`config.mk`:
```
export PLATFORM = sky130hd
export DESIGN_NAME = ubdc_div_cell
export DESIGN_NICKNAME = d
export VERILOG_FILES = /design/src/uart_baud_divisor_calc_macros.svh /design/src/ubdc_pkg.sv /design/src/ubdc_div_cell.sv
export SDC_FILE = /design/constraint.sdc
export NUM_CORES = 1
export LEC_CHECK = 0
export ABC_AREA = 0
export BUFFER_PORTS_ARGS = -buffer_cell sky130_fd_sc_hd__buf_4
export CAP_MARGIN = 5
export CORE_MARGIN = 3
export CORE_UTILIZATION = 40
export CTS_CLUSTER_DIAMETER = 150
export DETAILED_ROUTE_END_ITERATION = 10
export GPL_TIMING_DRIVEN = 0
export MAX_ROUTING_LAYER = met4
export PLACE_DENSITY_LB_ADDON = 0.15
export RECOVER_POWER = 25
export SETUP_SLACK_MARGIN = 0.1
export SYNTH_ARGS = -nofsm -noshare
export SYNTH_HDL_FRONTEND = slang
export SYNTH_SLANG_ARGS = --single-unit
export TNS_END_PERCENT = 5
```
`constraint.sdc`:
```
create_clock -name clk -period 1.3 [get_ports clk]
set_clock_uncertainty 0.15 [all_clocks]
set_input_delay 0.39 -clock clk [delete_from_list [all_inputs] [get_ports clk]]
set_output_delay 0.39 -clock clk [all_outputs]
set_load 0.005 [all_outputs]
```
`src/uart_baud_divisor_calc_macros.svh`:
```
`ifndef UART_BAUD_DIVISOR_CALC_MACROS_SVH
`define UART_BAUD_DIVISOR_CALC_MACROS_SVH

// Check that cons holds in the same cycle as ante.
`define UBDC_ASSERT_SAME(lbl, clk, rst_n, ante, cons, msg) \
    lbl: assert property (@(posedge clk) disable iff (!rst_n) (ante) |-> (cons)) \
        else $error(msg);

// Check that cons holds in the cycle after ante.
`define UBDC_ASSERT_NEXT(lbl, clk, rst_n, ante, cons, msg) \
    lbl: assert property (@(posedge clk) disable iff (!rst_n) (ante) |=> (cons)) \
        else $error(msg);

`endif

```
`src/ubdc_pkg.sv`:
```
package ubdc_pkg;

    localparam int CLK_W     = 28;
    localparam int BAUD_W    = 24;
    localparam int NUM_W     = 33;
    localparam int DEN_W     = 26;
    localparam int REM_W     = DEN_W + 1;
    localparam int QUO_W     = NUM_W;
    localparam int NUM_CELLS = QUO_W;
    localparam int WORD_W    = 16;
    localparam int STAT_W    = 2;
    localparam int S_DATA_W  = 56;
    localparam int M_DATA_W  = 24;

    localparam int DIV100_W    = 19;
    localparam int MANT_W      = 12;
    localparam int RECIP_W     = 20;
    localparam int RECIP_SHIFT = 26;
    localparam int FRAC_W      = 11;
    localparam int FRAC_SHIFT  = 17;
    localparam int REMD_W      = 7;

    localparam logic [QUO_W-1:0]    MANT_SAT_LIMIT = 33'd409600;
    localparam logic [RECIP_W-1:0]  RECIP_100      = 20'd671089;
    localparam logic [FRAC_W-1:0]   FRAC_RECIP     = 11'd1311;
    localparam logic [FRAC_W-1:0]   ROUND_HALF     = 11'd50;
    localparam logic [DIV100_W-1:0] HUNDRED        = 19'd100;
    localparam logic [WORD_W-1:0]   WORD_SAT_BY8   = 16'hFFF7;
    localparam logic [WORD_W-1:0]   WORD_SAT_BY16  = 16'hFFFF;

    localparam logic [STAT_W-1:0] STATUS_OK   = 2'd0;
    localparam logic [STAT_W-1:0] STATUS_ZERO = 2'd1;
    localparam logic [STAT_W-1:0] STATUS_SAT  = 2'd2;

    typedef struct packed {
        logic             valid;
        logic             baud_zero;
        logic             by8;
        logic [NUM_W-1:0] num;
        logic [DEN_W-1:0] den;
        logic [DEN_W-1:0] rem;
        logic [QUO_W-1:0] quo;
    } ubdc_div_t;

    typedef struct packed {
        logic              valid;
        logic [WORD_W-1:0] word;
        logic [STAT_W-1:0] status;
    } ubdc_res_t;

endpackage

```
`src/ubdc_div_cell.sv`:
```
module ubdc_div_cell
(
    input  logic                clk,
    input  logic                rst_n,
    input  logic                en,
    input  ubdc_pkg::ubdc_div_t din,
    output ubdc_pkg::ubdc_div_t dout
);

    logic [ubdc_pkg::REM_W-1:0] shifted;
    logic [ubdc_pkg::REM_W:0]   diff;
    logic                       ge;
    ubdc_pkg::ubdc_div_t        dout_reg;
    ubdc_pkg::ubdc_div_t        dout_next;

    always_comb
    begin
        shifted   = {din.rem, din.num[ubdc_pkg::NUM_W-1]};
        diff      = {1'b0, shifted} - {2'b00, din.den};
        ge        = !diff[ubdc_pkg::REM_W];
        dout_next = din;
        dout_next.num = {din.num[ubdc_pkg::NUM_W-2:0], 1'b0};
        dout_next.quo = {din.quo[ubdc_pkg::QUO_W-2:0], ge};
        dout_next.rem = ge ? diff[ubdc_pkg::DEN_W-1:0] : shifted[ubdc_pkg::DEN_W-1:0];
    end

    always_ff @(posedge clk or negedge rst_n)
    begin
        if (!rst_n)
        begin
            dout_reg <= '0;
        end
        else if (en)
        begin
            dout_reg <= dout_next;
        end
    end

    assign dout = dout_reg;

endmodule

```
==> impl_results.md, run 1 <==
- Status: complete, but fails checks
- Failing checks: hold timing, setup timing
- CTS buffer count: 17
- Max Freq: between 300 and 400 MHz
- Post-place setup slack: -2044 ps
- Max FO, Critical Path: 2
- Largest net degree at the start of global routing: 65
- Global route overflow: 0
- CP arrival: 3050 ps
- Power Total: approximately 13000 µW
- Primary flip-flop cell chosen by synthesis mapping: dfrtp_1
- RSZ-0062 raised after global routing: true
- Rel. slew slack: 0.4676
- Final-report hold violation count: 56
- CP peak stage delay: about 430 ps
- Post-synth EDFFs: 0
- Max reg flops: 120
- TritonCTS clock tree: built
- Wirelength per Cell: ~19 µm
- H-tree depth: 4
- Die Y: 131.3 µm
- GP Congestion: just over 0.9
- Total track usage: 0.2440
- Clk_lat worst skew: 410 ps
- WHS: -71.93 ps
- Layout cells sized above 1: 0.5568
- Cell area after layout: just over 10000 µm²
- Sequential-to-total area share from yosys stat: 0.4783
- DRT Wirelength: slightly above 20000 µm
- Maxcap violations: 0
- Iteration-0 DRC Markers: about 460
- Synth Instances: 563
- Yosys reg bits: 120
- Die extent in x: 131.3 µm
- Most common cell after layout, fill and taps aside: buf_4
- Total vias in the final route: roughly 5.7k
- Final Util: 0.6720
- CP top delay family: compound AO/OA/AOI/OAI gates
- Vias in the first global route: roughly 6.2k
- Crit path max-delay cell type: a2111o_1
- Clock Path Buffers: 2
- PD cells: about 1200 nW/µm²
- Area Growth Syn to Fin: 63.31%
- Num rows: 45
- Hold WC Path Type: in2async
- Avg Cell Area, Syn: around 11 µm²
- Max Slew Vio Count: 0
- Placed Area: slightly below 9000 µm²
- Tmin final: approximately 2800 ps
- LEAKAGE: 0.004699 µW
- Kind of critical path: in2reg
- Storage element area: roughly 3000 µm²
- First-pass GRT wire length: ~33000 µm
- Tcrit/Tclk final: 2.191
- Req. time, crit path: around 1500 ps
- Commonest cells after routing, fill and taps aside: buf_4 (148), buf_6 (131), dfrtp_1 (120)
- Starting density of the core: 0.4115
- I/O Buffers: about 240
- Nature of the critical path endpoint: register
- VDD IR max: 883.2 µV
- Drt pass-1 iters: 5
- Post-route DRC: 0
- Async set or reset register ratio after synthesis: 1.000
- Worst setup margin: -1549 ps
- Net count, final: between 1k and 1.5k
- Number of clock sinks: between 100 and 150
- Core area: between 15000 and 20000 µm²
- Slew at the pin closest to its max-slew limit: 798.6 ps
- Initial antenna violation count: 0
- Fill cells: 1169
- Post-Syn Nets: approximately 710
- Hpwl dp: 14550 µm
- Root Driver: clkbuf_16
- DIE AREA: between 15000 and 20000 µm²
- Vias per Instance: roughly 5.2
- Yosys warns: 0
- Post-synthesis instance area: ~6300 µm²
- Antenna cell count: 0
- Final setup vio count: about 150
- Clk pin slew, worst setup/hold paths: about 50 ps
- Worst path cell trace: buf_12 -> inv_12 -> ha_4 -> inv_2 -> fa_2 -> a211o_1 -> a2111o_1 -> nand4_2 -> a21oi_2 -> o31a_1 -> or3_4 -> a221oi_2 -> a311o_1
- Synth cell types: 57
- IO Count: 245
- Area of the multi-input gates: roughly 3400 µm²
- Buf+Inv Stages, Crit Path: 3
- Critical Path Start Type: input port
- Post-route ant nets: 0
kinds of logic after synthesis:
group / count (synthesis) / synth area share
other: 1 / 0.0005973
DFF: 120 / 0.4783
muxes: 93 / 0.1668
and+or+nand+nor: 104 / 0.08131
adders and majority gates: 27 / 0.05500
buffers and inverters: 64 / 0.04185
AOI/OAI and AO/OA: 135 / 0.1497
xor gates and xnor gates: 19 / 0.02650
path summary, 6_finish.rpt:
kind,startpoint,end,slack [ps],depth (start not counted)
setup / recovery,din[117],dout[57],-1550,13
hold / removal,rst_n,dout[64],-70,1
setup reg to reg,dout[57],dout[57],210,2
hold reg to reg,dout[71],dout[71],380,1
max in group asynchronous,rst_n,dout[83],260,2
min in group clk,din[18],dout[19],50,2
routing by layer:
metal,share of wire,vias up,global-route usage
li1,-,2630,-
met1,0.39,2772,0.2819
met2,0.51,247,0.4145
met3,0.080,31,0.07810
met4,0.016,0,0.06184
met5,0,-,-
cells in the mapped netlist (all sizes together) (2+ instances only):
cell / instances / area [µm²]
buf: 9 / 55.05
o21ai: 27 / 135.1
o211ai: 6 / 50.05
ha: 26 / 325.3
a31oi: 19 / 118.9
and2: 2 / 12.51
a211o: 4 / 35.03
inv: 36 / 135.1
o31ai: 7 / 52.55
xor2: 6 / 52.55
o21a: 3 / 22.52
clkbuf: 19 / 72.56
nor2b: 7 / 43.79
a2111o: 3 / 33.78
nand2b: 7 / 46.30
a211oi: 8 / 77.57
o311ai: 2 / 17.52
a21o: 12 / 92.59
a21boi: 5 / 37.53
mux2: 93 / 1047
or2: 2 / 12.51
o21bai: 2 / 15.01
xnor2: 13 / 113.9
or3: 3 / 18.77
nand3: 22 / 110.1
a41oi: 4 / 35.03
a21oi: 24 / 127.6
dfrtp: 120 / 3003
nand4: 6 / 43.79
and3: 2 / 15.01
nand2: 22 / 82.58
nor2: 28 / 105.1
per-stage QoR:
step	std cells	hold slack [ps]	TNS, ps
floorplan	563	-55.59	-57500
global placement	1015	340.4	-174450
detailed placement	1016	240.4	-101380
CTS	1071	-206.8	-52770
global route	1082	-2.514	-58970
finish	1082	-71.93	-53140
worst reg2reg max path, delay by kind of cell (launching register included):
family	cells	cell delay, ps
compound gates	1	310
flops	1	390
simple gates	1	130
what timing repair did:
action	in CTS	in global routing
pin swaps	24	23
hold endpoints to repair	56	56
setup buffers	21	11
gates cloned	4	0
gates resized for setup	168	31
setup endpoints to repair	240	183
power by group:
group | switching, µW | internal, µW
sequential | 352 | 4190
clock | 1700 | 2830
combinational | 1390 | 2050
total | 3440 | 9070
area by class of cell:
class / count / area share
Tap cell: 211 / 0.02575
Sequential cell: 120 / 0.2929
Buffer: 28 / 0.01977
Multi-Input combinational cell: 379 / 0.3323
Inverter: 36 / 0.01611
Clock buffer: 21 / 0.04393
Timing Repair Buffer: 278 / 0.2593
Clock inverter: 9 / 0.01001
Power figures use the tool's default switching activity.
==> run 2, diff against run 1 <==
- CORE_MARGIN: 3 -> not set
==> impl_results.md, run 2 (synthesis results as in run 1) <==
- Flop2flop setup slack: 210 ps (about the same)
- CP peak stage delay: 460 ps (+30 ps)
- Core area: 15260 µm² (unchanged)
- IO Count: 245 (unchanged)
- Total vias in the final route: 5550 (-2.3%)
- Post-route ant nets: 0 (unchanged)
- RR Startpoint: dout[50]
- H-tree depth: 4 (unchanged)
- Clk pin slew, worst setup/hold paths: 60 ps (about the same)
- RSZ-0062 raised after global routing: true
- Most common cell after layout, fill and taps aside: buf_4
- Final setup vio count: 147 (unchanged)
- I/O Buffers: 241 (unchanged)
- Max Freq: 367.1 MHz (+4.6%)
- Root Driver: clkbuf_16
- Kind of critical path: in2reg
- Slew at the pin closest to its max-slew limit: 846.5 ps (+47.88 ps)
- Rel. slew slack: 0.4357 (-0.03192)
- Max FO, Critical Path: 3 (+1)
- First-pass GRT wire length: 30790 µm (-5.8%)
- Placed Area: 8646 µm² (unchanged)
- Global route overflow: 0 (unchanged)
- Worst setup margin: -1424 ps (+125.2 ps)
- Req. time, crit path: 1500 ps (about the same)
- CTS buffer count: 17 (unchanged)
- Crit path max-delay cell type: a2111o_1
- Critical path origin: din[117]
- Number of clock sinks: 120 (unchanged)
- Max Slew Vio Count: 0 (unchanged)
- CP arrival: 2920 ps (-130 ps)
- Layout cells sized above 1: 0.5403 (-0.01657)
- Largest net degree at the start of global routing: 90 (+38%)
- DRT Wirelength: 19570 µm (-4.8%)
- Number of cells in the design after placement: 1016 (unchanged)
- Total track usage: 0.2568 (+0.01281)
- LEAKAGE: 0.004635 µW (-1.4%)
- Num rows: 45 (unchanged)
- TritonCTS clock tree: built
- Final-report hold violation count: 31 (-45%)
- Net count, final: 995 (-1.6%)
- Initial antenna violation count: 0 (unchanged)
- Final Non-Filler Cells: 1068 (-1.3%)
- Area Growth Syn to Fin: 61.10%
- Max reg flops: 120 (unchanged)
- Tmin final: 2724 ps (-125.2 ps)
- Clock Path Buffers: 2 (unchanged)
- Tcrit/Tclk final: 2.095 (-0.09628)
- PD cells: 1257 nW/µm² (+3.0%)
- Hpwl dp: 14080 µm (-3.3%)
- Vias in the first global route: 5929 (-3.9%)
- Iteration-0 DRC Markers: 230 (-50%)
- Antenna cell count: 0 (unchanged)
- WHS: -76.26 ps (-4.327 ps)
- Vias per Instance: 5.197 (-1.0%)
- DIE AREA: 16200 µm² (-6.0%)
- Post-route DRC: 0 (unchanged)
- Hold WC Path Type: in2async
- VDD IR max: 884.1 µV (+0.10%)
- Nature of the critical path endpoint: register
- Worst setup path endpoint: dout[57]
- Worst R2R End: dout[50]
- GP Congestion: 0.8851 (-2.4%)
- Die extent in x: 127.3 µm (-3.0%)
- Wirelength per Cell: 18.33 µm (-3.6%)
- Starting density of the core: 0.4115 (unchanged)
- Die Y: 127.3 µm (-3.0%)
- Commonest cells after routing, fill and taps aside: buf_4 (138), buf_6 (127), dfrtp_1 (120)
- Drt pass-1 iters: 4 (-1)
- Power Total: 12710 µW (+1.6%)
- Cell area after layout: 10110 µm² (-1.4%)
- Critical Path Start Type: input port
- Worst reg2reg path depth: 3 (+1)
- Failing checks: hold timing, setup timing
- Clk_lat worst skew: 410 ps (about the same)
- Status: complete, but fails checks
- Worst path cell trace: buf_12 -> inv_12 -> ha_4 -> inv_2 -> fa_2 -> a211o_1 -> a2111o_1 -> nand4_4 -> a21oi_2 -> o31a_1 -> or3_1 -> a221oi_2 -> a311o_1
- Maxcap violations: 0 (unchanged)
[run 2: area by class of cell]
cell class	count	area, µm²
clock inverter	11	147.6
sequential	120	3003
timing repair buffer	262	2506
inverter	36	165.2
multi-input combinational	379	3357
clock buffer	21	460.4
fill	1191	5144
buffer	28	211.5
tap	211	264.0
[run 2: how the worst min path moves through the flow]
stage          endpoint  startpoint  cells after the start
3_5_place_dp   dout[66]       rst_n                      1
6_report       dout[39]       rst_n                      1
3_3_place_gp   dout[69]    dout[69]                      1
2_1_floorplan   dout[0]       rst_n                      0
4_1_cts        dout[66]       rst_n                      1
5_1_grt        dout[65]       rst_n                      1
[run 2: through the flow]
| step | setup slack [ps] | TNS, ps | utilization |
|---|---|---|---|
| 6_report | -1424 | -51080 | 0.6629 |
| 5_1_grt | -1479 | -62180 | 0.6629 |
| 4_1_cts | -1551 | -53510 | 0.6584 |
| 3_5_place_dp | -2046 | -100320 | 0.5666 |
| 3_3_place_gp | -2038 | -171500 | 0.5646 |
| 2_1_floorplan | -1652 | -57500 | - |
[run 2: metal layers]
layer,GRT usage,vias to the layer above,part of all wire
li1,-,2598,-
met1,0.3006,2719,0.41
met2,0.4346,208,0.51
met3,0.06365,25,0.065
met4,0.07983,0,0.017
met5,-,-,0
[run 2: timing repair]
| item | 4_1_cts | 5_1_grt |
|---|---|---|
| setup endpoints to repair | 240 | 183 |
| gates resized for setup | 164 | 15 |
| pin swaps | 29 | 23 |
| setup buffers | 15 | 1 |
| hold endpoints to repair | 31 | 31 |
| gates cloned | 3 | 1 |
[run 2: where the power goes]
group	total, µW	internal [µW]	switching, µW	leakage, µW
registers	4540	4190	351	0.00140
logic	3310	1970	1340	0.00295
clock network	4860	3110	1750	0.000285
total	12700	9270	3440	0.00464
[run 2: worst max-delay path, delay by kind of cell]
kind | cells | cell delay (ps)
AO/OA/AOI/OAI | 6 | 1450
AND/OR/NAND/NOR | 2 | 440
buffers and inverters | 3 | 180
adder cells (fa/ha/maj) | 2 | 460
