`config.mk`:
```
export PLATFORM = sky130hd
export DESIGN_NAME = ubdc_post
export DESIGN_NICKNAME = d
export VERILOG_FILES = /design/src/uart_baud_divisor_calc_macros.svh /design/src/ubdc_pkg.sv /design/src/ubdc_post.sv
export SDC_FILE = /design/constraint.sdc
export NUM_CORES = 1
export LEC_CHECK = 0
export ABC_CLOCK_PERIOD_IN_PS = 11600
export BUFFER_PORTS_ARGS = -buffer_cell sky130_fd_sc_hd__buf_2
export CORE_ASPECT_RATIO = 1.5
export CORE_MARGIN = 1
export CORE_UTILIZATION = 39
export DETAILED_ROUTE_END_ITERATION = 10
export GPL_TIMING_DRIVEN = 0
export SKIP_CTS_REPAIR_TIMING = 1
export SYNTH_ARGS = -nofsm -noshare
export SYNTH_HDL_FRONTEND = slang
export SYNTH_SLANG_ARGS = --single-unit
```
`constraint.sdc`:
```
create_clock -name clk -period 11.6 [get_ports clk]
set_input_delay 1.74 -clock clk [delete_from_list [all_inputs] [get_ports clk]]
set_output_delay 1.74 -clock clk [all_outputs]
set_load 0.01 [all_outputs]
```
`src/uart_baud_divisor_calc_macros.svh`:
```
`ifndef UART_BAUD_DIVISOR_CALC_MACROS_SVH
`define UART_BAUD_DIVISOR_CALC_MACROS_SVH

// Check that cons holds in the same cycle as ante.
`define UBDC_ASSERT_SAME(lbl, clk, rst_n, ante, cons, msg) \
    lbl: assert property (@(posedge clk) disable iff (!rst_n) (ante) |-> (cons)) \
        else $error(msg);

// Check that cons holds in the cycle after ante.
`define UBDC_ASSERT_NEXT(lbl, clk, rst_n, ante, cons, msg) \
    lbl: assert property (@(posedge clk) disable iff (!rst_n) (ante) |=> (cons)) \
        else $error(msg);

`endif

```
`src/ubdc_pkg.sv`:
```
package ubdc_pkg;

    localparam int CLK_W     = 28;
    localparam int BAUD_W    = 24;
    localparam int NUM_W     = 33;
    localparam int DEN_W     = 26;
    localparam int REM_W     = DEN_W + 1;
    localparam int QUO_W     = NUM_W;
    localparam int NUM_CELLS = QUO_W;
    localparam int WORD_W    = 16;
    localparam int STAT_W    = 2;
    localparam int S_DATA_W  = 56;
    localparam int M_DATA_W  = 24;

    localparam int DIV100_W    = 19;
    localparam int MANT_W      = 12;
    localparam int RECIP_W     = 20;
    localparam int RECIP_SHIFT = 26;
    localparam int FRAC_W      = 11;
    localparam int FRAC_SHIFT  = 17;
    localparam int REMD_W      = 7;

    localparam logic [QUO_W-1:0]    MANT_SAT_LIMIT = 33'd409600;
    localparam logic [RECIP_W-1:0]  RECIP_100      = 20'd671089;
    localparam logic [FRAC_W-1:0]   FRAC_RECIP     = 11'd1311;
    localparam logic [FRAC_W-1:0]   ROUND_HALF     = 11'd50;
    localparam logic [DIV100_W-1:0] HUNDRED        = 19'd100;
    localparam logic [WORD_W-1:0]   WORD_SAT_BY8   = 16'hFFF7;
    localparam logic [WORD_W-1:0]   WORD_SAT_BY16  = 16'hFFFF;

    localparam logic [STAT_W-1:0] STATUS_OK   = 2'd0;
    localparam logic [STAT_W-1:0] STATUS_ZERO = 2'd1;
    localparam logic [STAT_W-1:0] STATUS_SAT  = 2'd2;

    typedef struct packed {
        logic             valid;
        logic             baud_zero;
        logic             by8;
        logic [NUM_W-1:0] num;
        logic [DEN_W-1:0] den;
        logic [DEN_W-1:0] rem;
        logic [QUO_W-1:0] quo;
    } ubdc_div_t;

    typedef struct packed {
        logic              valid;
        logic [WORD_W-1:0] word;
        logic [STAT_W-1:0] status;
    } ubdc_res_t;

endpackage

```
`src/ubdc_post.sv`:
```
module ubdc_post
(
    input  logic                clk,
    input  logic                rst_n,
    input  logic                en,
    input  ubdc_pkg::ubdc_div_t din,
    output ubdc_pkg::ubdc_res_t dout
);

    typedef struct packed {
        logic                          valid;
        logic                          baud_zero;
        logic                          sat;
        logic                          by8;
        logic [ubdc_pkg::DIV100_W-1:0] div100;
        logic [ubdc_pkg::MANT_W-1:0]   mant;
    } p1_t;

    typedef struct packed {
        logic                        valid;
        logic                        baud_zero;
        logic                        sat;
        logic                        by8;
        logic [ubdc_pkg::MANT_W-1:0] mant;
        logic [ubdc_pkg::FRAC_W-1:0] scaled;
    } p2_t;

    localparam int PROD_W  = ubdc_pkg::DIV100_W + ubdc_pkg::RECIP_W;
    localparam int FPROD_W = 2 * ubdc_pkg::FRAC_W;
    localparam int FRQ_W   = FPROD_W - ubdc_pkg::FRAC_SHIFT;

    logic [PROD_W-1:0]              prod;
    logic [ubdc_pkg::DIV100_W-1:0]  mant_x100;
    logic [ubdc_pkg::DIV100_W-1:0]  rem_full;
    logic [ubdc_pkg::REMD_W-1:0]    rem;
    logic [FPROD_W-1:0]             fprod;
    logic [FRQ_W-1:0]               frac_q;
    logic [FRQ_W-1:0]               steps;
    logic                           carry;
    logic [ubdc_pkg::MANT_W:0]      mant_c;
    logic [3:0]                     frac_c;
    p1_t                            p1_reg;
    p1_t                            p1_next;
    p2_t                            p2_reg;
    p2_t                            p2_next;
    ubdc_pkg::ubdc_res_t            res_reg;
    ubdc_pkg::ubdc_res_t            res_next;

    always_comb
    begin
        prod = {{ubdc_pkg::RECIP_W{1'b0}}, din.quo[ubdc_pkg::DIV100_W-1:0]}
             * {{ubdc_pkg::DIV100_W{1'b0}}, ubdc_pkg::RECIP_100};
        p1_next.valid     = din.valid;
        p1_next.baud_zero = din.baud_zero;
        p1_next.sat       = din.quo >= ubdc_pkg::MANT_SAT_LIMIT;
        p1_next.by8       = din.by8;
        p1_next.div100    = din.quo[ubdc_pkg::DIV100_W-1:0];
        p1_next.mant      = prod[ubdc_pkg::RECIP_SHIFT+ubdc_pkg::MANT_W-1:ubdc_pkg::RECIP_SHIFT];
    end

    always_comb
    begin
        mant_x100 = {{(ubdc_pkg::DIV100_W-ubdc_pkg::MANT_W){1'b0}}, p1_reg.mant}
                  * ubdc_pkg::HUNDRED;
        rem_full  = p1_reg.div100 - mant_x100;
        rem       = rem_full[ubdc_pkg::REMD_W-1:0];
        p2_next.valid     = p1_reg.valid;
        p2_next.baud_zero = p1_reg.baud_zero;
        p2_next.sat       = p1_reg.sat;
        p2_next.by8       = p1_reg.by8;
        p2_next.mant      = p1_reg.mant;
        p2_next.scaled    = (p1_reg.by8 ? {1'b0, rem, 3'b000} : {rem, 4'b0000})
                          + ubdc_pkg::ROUND_HALF;
    end

    always_comb
    begin
        fprod  = {{ubdc_pkg::FRAC_W{1'b0}}, p2_reg.scaled}
               * {{ubdc_pkg::FRAC_W{1'b0}}, ubdc_pkg::FRAC_RECIP};
        frac_q = fprod[FPROD_W-1:ubdc_pkg::FRAC_SHIFT];
        steps  = p2_reg.by8 ? FRQ_W'(8) : FRQ_W'(16);
        carry  = frac_q >= steps;
        mant_c = {1'b0, p2_reg.mant} + {{ubdc_pkg::MANT_W{1'b0}}, carry};
        frac_c = carry ? 4'd0 : frac_q[3:0];
        res_next.valid = p2_reg.valid;
        priority if (p2_reg.baud_zero)
        begin
            res_next.word   = '0;
            res_next.status = ubdc_pkg::STATUS_ZERO;
        end
        else if (p2_reg.sat || mant_c[ubdc_pkg::MANT_W])
        begin
            res_next.word   = p2_reg.by8 ? ubdc_pkg::WORD_SAT_BY8 : ubdc_pkg::WORD_SAT_BY16;
            res_next.status = ubdc_pkg::STATUS_SAT;
        end
        else
        begin
            res_next.word   = {mant_c[ubdc_pkg::MANT_W-1:0], frac_c};
            res_next.status = ubdc_pkg::STATUS_OK;
        end
    end

    always_ff @(posedge clk or negedge rst_n)
    begin
        if (!rst_n)
        begin
            p1_reg  <= '0;
            p2_reg  <= '0;
            res_reg <= '0;
        end
        else if (en)
        begin
            p1_reg  <= p1_next;
            p2_reg  <= p2_next;
            res_reg <= res_next;
        end
    end

    assign dout = res_reg;

endmodule

```
==> results of run 1 <==
per-layer routing:
layer | wire length, um | vias to the layer above | track usage
li1 | - | 3741 | -
met1 | 10000 | 3853 | 0.206
met2 | 14800 | 123 | 0.377
met3 | 558 | 49 | 0.0121
met4 | 1180 | 0 | 0.0933
met5 | 0 | - | 0
cells by family (layout without fill, tap and decap cells):
group                    Yosys count  in the layout  synth area share
AO/OA/AOI/OAI                    156            156            0.0935
XOR/XNOR                          33             33            0.0257
adder cells (fa/ha/maj)          399            399             0.546
buffers and inverters            275            348            0.0919
flip-flops                        67             67             0.149
multiplexers                      38             38            0.0375
AND/OR/NAND/NOR                  124            124            0.0560
cells in the final DEF (no fill, tap or decap), drive strengths merged, types with 25 or more instances in the layout:
cell | netlist | final
a21oi | 53 | 53
buf | 3 | 60
clkbuf | 14 | 25
dfrtp | 67 | 67
fa | 152 | 152
ha | 247 | 247
inv | 258 | 259
mux2 | 33 | 33
nand2 | 34 | 34
xnor2 | 26 | 26
layout make-up:
cell class                      instances  area (um2)
Inverter                              258         968
Fill cell                            2798       15900
Sequential cell                        67        1680
Clock inverter                          5        60.1
Multi-Input combinational cell        750        8520
Timing Repair Buffer                   57         288
Buffer                                 17        63.8
Tap cell                              346         433
Clock buffer                           11         253
worst max-delay path: cells and delay by family (launching register included):
family | cells | cell delay [ns]
AO/OA/AOI/OAI | 10 | 2.16
multiplexers | 1 | 0.28
buffers and inverters | 5 | 0.73
flip-flops | 1 | 0.61
adder cells (fa/ha/maj) | 9 | 3.07
AND/OR/NAND/NOR | 2 | 0.16
XOR/XNOR | 1 | 0.16
stage by stage:
step | util | hold WS, ns | setup slack (ns)
after floorplan | - | 0.446 | 4.84
after global placement | 0.424 | 0.460 | 4.28
after detailed placement | 0.425 | 0.472 | 4.25
after CTS | 0.436 | 0.484 | 4.22
after global routing | 0.436 | 0.489 | 3.84
final | 0.436 | 0.478 | 4.33
worst max-delay path by stage:
stage                           end  slack (ns)
final                      dout[12]        4.33
after floorplan           p1_reg[2]        4.84
after global placement    p1_reg[2]        4.28
after CTS                  dout[12]        4.22
after detailed placement   dout[12]        4.25
after global routing       dout[11]        3.84
==> flow_metrics.tcl, run 1 <==
set metrics [dict create \
    run_status "finished, final reports clean" \
    cts.sinks 67 \
    cts.htree.levels 3 \
    vias_per_cell 5.14 \
    fp.dieW_um 141 \
    avgSynthCellArea_um2 10.3 \
    grt_overflow_total 0 \
    clock_path_buffers 2 \
    syn_area_um2 11200 \
    ys_top_cells_by_area "ha_1 28%, fa_1 27%, dfrtp_1 15%" \
    fmax_mhz 138 \
    required_ns 11.82 \
    setup_tns_ns 0 \
    cts-root-buf "clkbuf_16" \
    initial_utilization 0.399 \
    synthFlopType "dfrtp_1" \
    core_area_um2 28200 \
    crit_fanout 10 \
    gp_congestion 0.858 \
    postPlaceCellArea_um2 12000 \
    ys_warn_count 0 \
    clkTransAtPathRegs_ns 0.06 \
    netlist_instances 1092 \
    ys_seq_area_frac 0.149 \
    hpwl_um 23100 \
    drt-initial-drc-count 215 \
    final_cell_count_no_fill 1511 \
    worst_ep_arrival_time_ns 7.49 \
    async_reset_ff_frac 1.00 \
    final_antenna_net_count 0 \
    hp-start "dout[3]" \
    r2r_cells 28 \
    synth_edf_count 0 \
    avgRoutedWirePerCell_um 17.5 \
    syn-num-nets 1615 \
    synth-seq-cells 67 \
    setup_violations 0 \
    rrSetupSlack_ns 4.33 \
    relSlewSlack 0.436 \
    first_pass_iters 4 \
    die_h_um 210 \
    synth_cell_types 58 \
    crit_type "reg -> reg" \
    whs_path_depth 1 \
    startpoint "p2_reg[8]" \
    hp-class "reg -> reg" \
    dieArea_um2 29500 \
    critPathSlowestCell "dfrtp_1" \
    numCtsBuffers 9 \
    largest_reg_flops 25 \
    grt_max_degree 68 \
    nNetsFinal 1683 \
    drive_above_1_share 0.0979 \
    rsz0062_at_grt "no" \
    route.detailed.drc 0 \
    cts_tree "done" \
    clk_latency_ns 0.33 \
    r2r-start "p2_reg[8]" \
    grt_pass1_vias 8514 \
    min_period_ns 7.27 \
    port_buffers 57 \
    hold_viol 0 \
    rows 75 \
    synth.most_common_cell "inv_1" \
    synth.largest_area_cell "ha_1" \
    finClkSkew_ns 0.00772 \
    antenna_found_initial 0 \
    finalWirelength_um 26500 \
    synth.top_cells.by_count "258 x inv_1, 247 x ha_1, 152 x fa_1" \
    synthToLayoutAreaGrowth_pct 9.20 \
    maxCapViolCount 0 \
    max_stage_delay_ns 0.61 \
    fin_crit_sh 0.627 \
    netlist.area_leader.share 0.275 \
    boundaryPins 143 \
    end_kind "flip-flop" \
    drv_slew 0 \
    vias 7766 \
    r2r-end "dout[12]" \
    hold_path_end "dout[3]" \
    insertedDiodeCount 0 \
    track_usage 0.192 \
    dp_cells 1495 \
    design_area_um2 12300 \
    worstMarginPinSlew_ns 0.846 \
    critPathLaunchType "flip-flop" \
    path_common_cell "ha_1" \
    grt_pass1_wl_um 43100 \
]
Power of run 1 is left out: the tool's default activity adds up to more than one toggle a clock period on the data nets, which glitch-free logic cannot reach.
==> run 2: changes to the inputs <==
- ABC_CLOCK_PERIOD_IN_PS: 11600 -> 6500
- clock period: 11.6 -> 6.5 ns (I/O delays scaled with it)
==> run 2 against run 1 <==
The run now ends with negative setup slack left. Final cell count up 2.4%. Clock skew about the same. Non-clock buffer count up 36. Register-to-register slack worse by 4.3 ns. Routed wire length up 2.5%. Worst setup slack worse by 4.3 ns. Critical path depth down 2. Flip-flop and latch count unchanged. Global-route usage unchanged.
==> flow_metrics.tcl, run 2 (synthesized netlist as in run 1, its figures left out) <==
set metrics [dict create \
    startpoint "p2_reg[7]" \
    whs_ns 0.477 \
    end_kind "flip-flop" \
    dieArea_um2 29500 \
    synthToLayoutAreaGrowth_pct 14.1 \
    first_pass_iters 4 \
    vias 7953 \
    cts.htree.levels 3 \
    insertedDiodeCount 0 \
    grt_overflow_total 0 \
    avgRoutedWirePerCell_um 17.6 \
    critPathLaunchType "flip-flop" \
    dp_cells 1495 \
    boundaryPins 143 \
    rsz0062_at_grt "yes" \
    relSlewSlack 0.437 \
    crit_fanout 5 \
    track_usage 0.192 \
    maxCapViolCount 0 \
    finalWirelength_um 27200 \
    fmax_mhz 153 \
    r2r-start "p2_reg[7]" \
    numCtsBuffers 9 \
    cts-root-buf "clkbuf_16" \
    setup_violations 2 \
    cts_tree "done" \
    hp-start "dout[17]" \
    initial_utilization 0.399 \
    worst_ep_arrival_time_ns 6.73 \
    final_cell_count_no_fill 1547 \
    seqCellArea_um2 1680 \
    vias_per_cell 5.14 \
    place_ws_ns -0.854 \
    core_area_um2 28200 \
    grt_max_degree 68 \
    clkTransAtPathRegs_ns 0.06 \
    die_h_um 210 \
    hold_viol 0 \
    fin_crit_sh 1.00 \
    rows 75 \
    grt_pass1_wl_um 43100 \
    fillers 2737 \
    fin_ws_ns -0.0156 \
    port_buffers 57 \
    drive_above_1_share 0.161 \
    grt_pass1_vias 8514 \
    clk_latency_ns 0.33 \
    antenna_found_initial 0 \
    layout_commonest_cell "inv_1" \
    setup_tns_ns -0.0239 \
    run_status "finished, violations left" \
    fp.dieW_um 141 \
    cts.sinks 67 \
    route.detailed.drc 0 \
    hpwl_um 23100 \
    multi_input_area_um2 8790 \
    gp_congestion 0.858 \
    nNetsFinal 1719 \
    min_period_ns 6.52 \
    hp-class "reg -> reg" \
    drt-initial-drc-count 229 \
    required_ns 6.72 \
    worstMarginPinSlew_ns 0.844 \
    clock_path_buffers 2 \
    final_cell_mix "254 x inv_1, 242 x ha_1, 151 x fa_1" \
    violations "negative setup slack" \
    final_antenna_net_count 0 \
    largest_reg_flops 25 \
    finClkSkew_ns 0.00810 \
    crit_type "reg -> reg" \
    drv_slew 0 \
]
[run 2: cell types whose count changed in the layout (fill, tap and decap cells not counted), moves of 5 or more]
cell	delta
dfrtp_1	-6
a21oi_1	-7
ha_1	-5
buf_4	+35
dfrtp_2	+6
a21oi_2	+5
[run 2: cell type report]
type | count | share of cell area
sequential | 67 | 0.131
multi-input combinational | 750 | 0.685
inverter | 258 | 0.0758
clock buffer | 11 | 0.0197
clock inverter | 5 | 0.00468
buffer | 17 | 0.00556
timing repair buffer | 93 | 0.0438
tap | 346 | 0.0338
[run 2: per-layer routing]
layer | routed length, um | GRT usage | up-vias
li1 | - | - | 3804
met1 | 10300 | 0.206 | 3963
met2 | 15100 | 0.377 | 132
met3 | 499 | 0.0121 | 54
met4 | 1240 | 0.0933 | 0
met5 | 0 | 0 | -
[run 2: metrics by stage]
| stage | utilization | instance area [um2] |
|---|---|---|
| global placement | 0.424 | 12000 |
| floorplan | - | 11200 |
| detailed placement | 0.425 | 12000 |
| finish | 0.455 | 12800 |
| global route | 0.455 | 12800 |
| CTS | 0.436 | 12300 |
[run 2: critical path, cell delays in order (launching register included)]
cell and delay (ns):
dfrtp_2 0.45, fa_1 0.55, ha_2 0.17, inv_2 0.04
fa_1 0.56, fa_2 0.46, fa_1 0.54, inv_2 0.05
ha_4 0.22, a21oi_2 0.12, a211oi_1 0.08, a211o_1 0.34
a211oi_2 0.30, o21bai_1 0.14, a21oi_1 0.20, xnor2_1 0.12
ha_1 0.36, nand2_2 0.08, o41ai_4 0.33, ha_2 0.26
ha_4 0.14, buf_4 0.11, buf_4 0.10, nand3_1 0.08
xor2_1 0.21, a21oi_1 0.09, mux2_4 0.28
[run 2: worst paths after layout]
path,to,slack [ns],cells after the start
setup / recovery,dout[10],-0.02,26
hold / removal,dout[17],0.48,1
setup reg to reg,dout[10],-0.02,26
hold reg to reg,dout[17],0.48,1
max in group asynchronous,p2_reg[8],5.14,1
min in group asynchronous,dout[12],0.74,1
Power of run 2 is left out for the same reason.
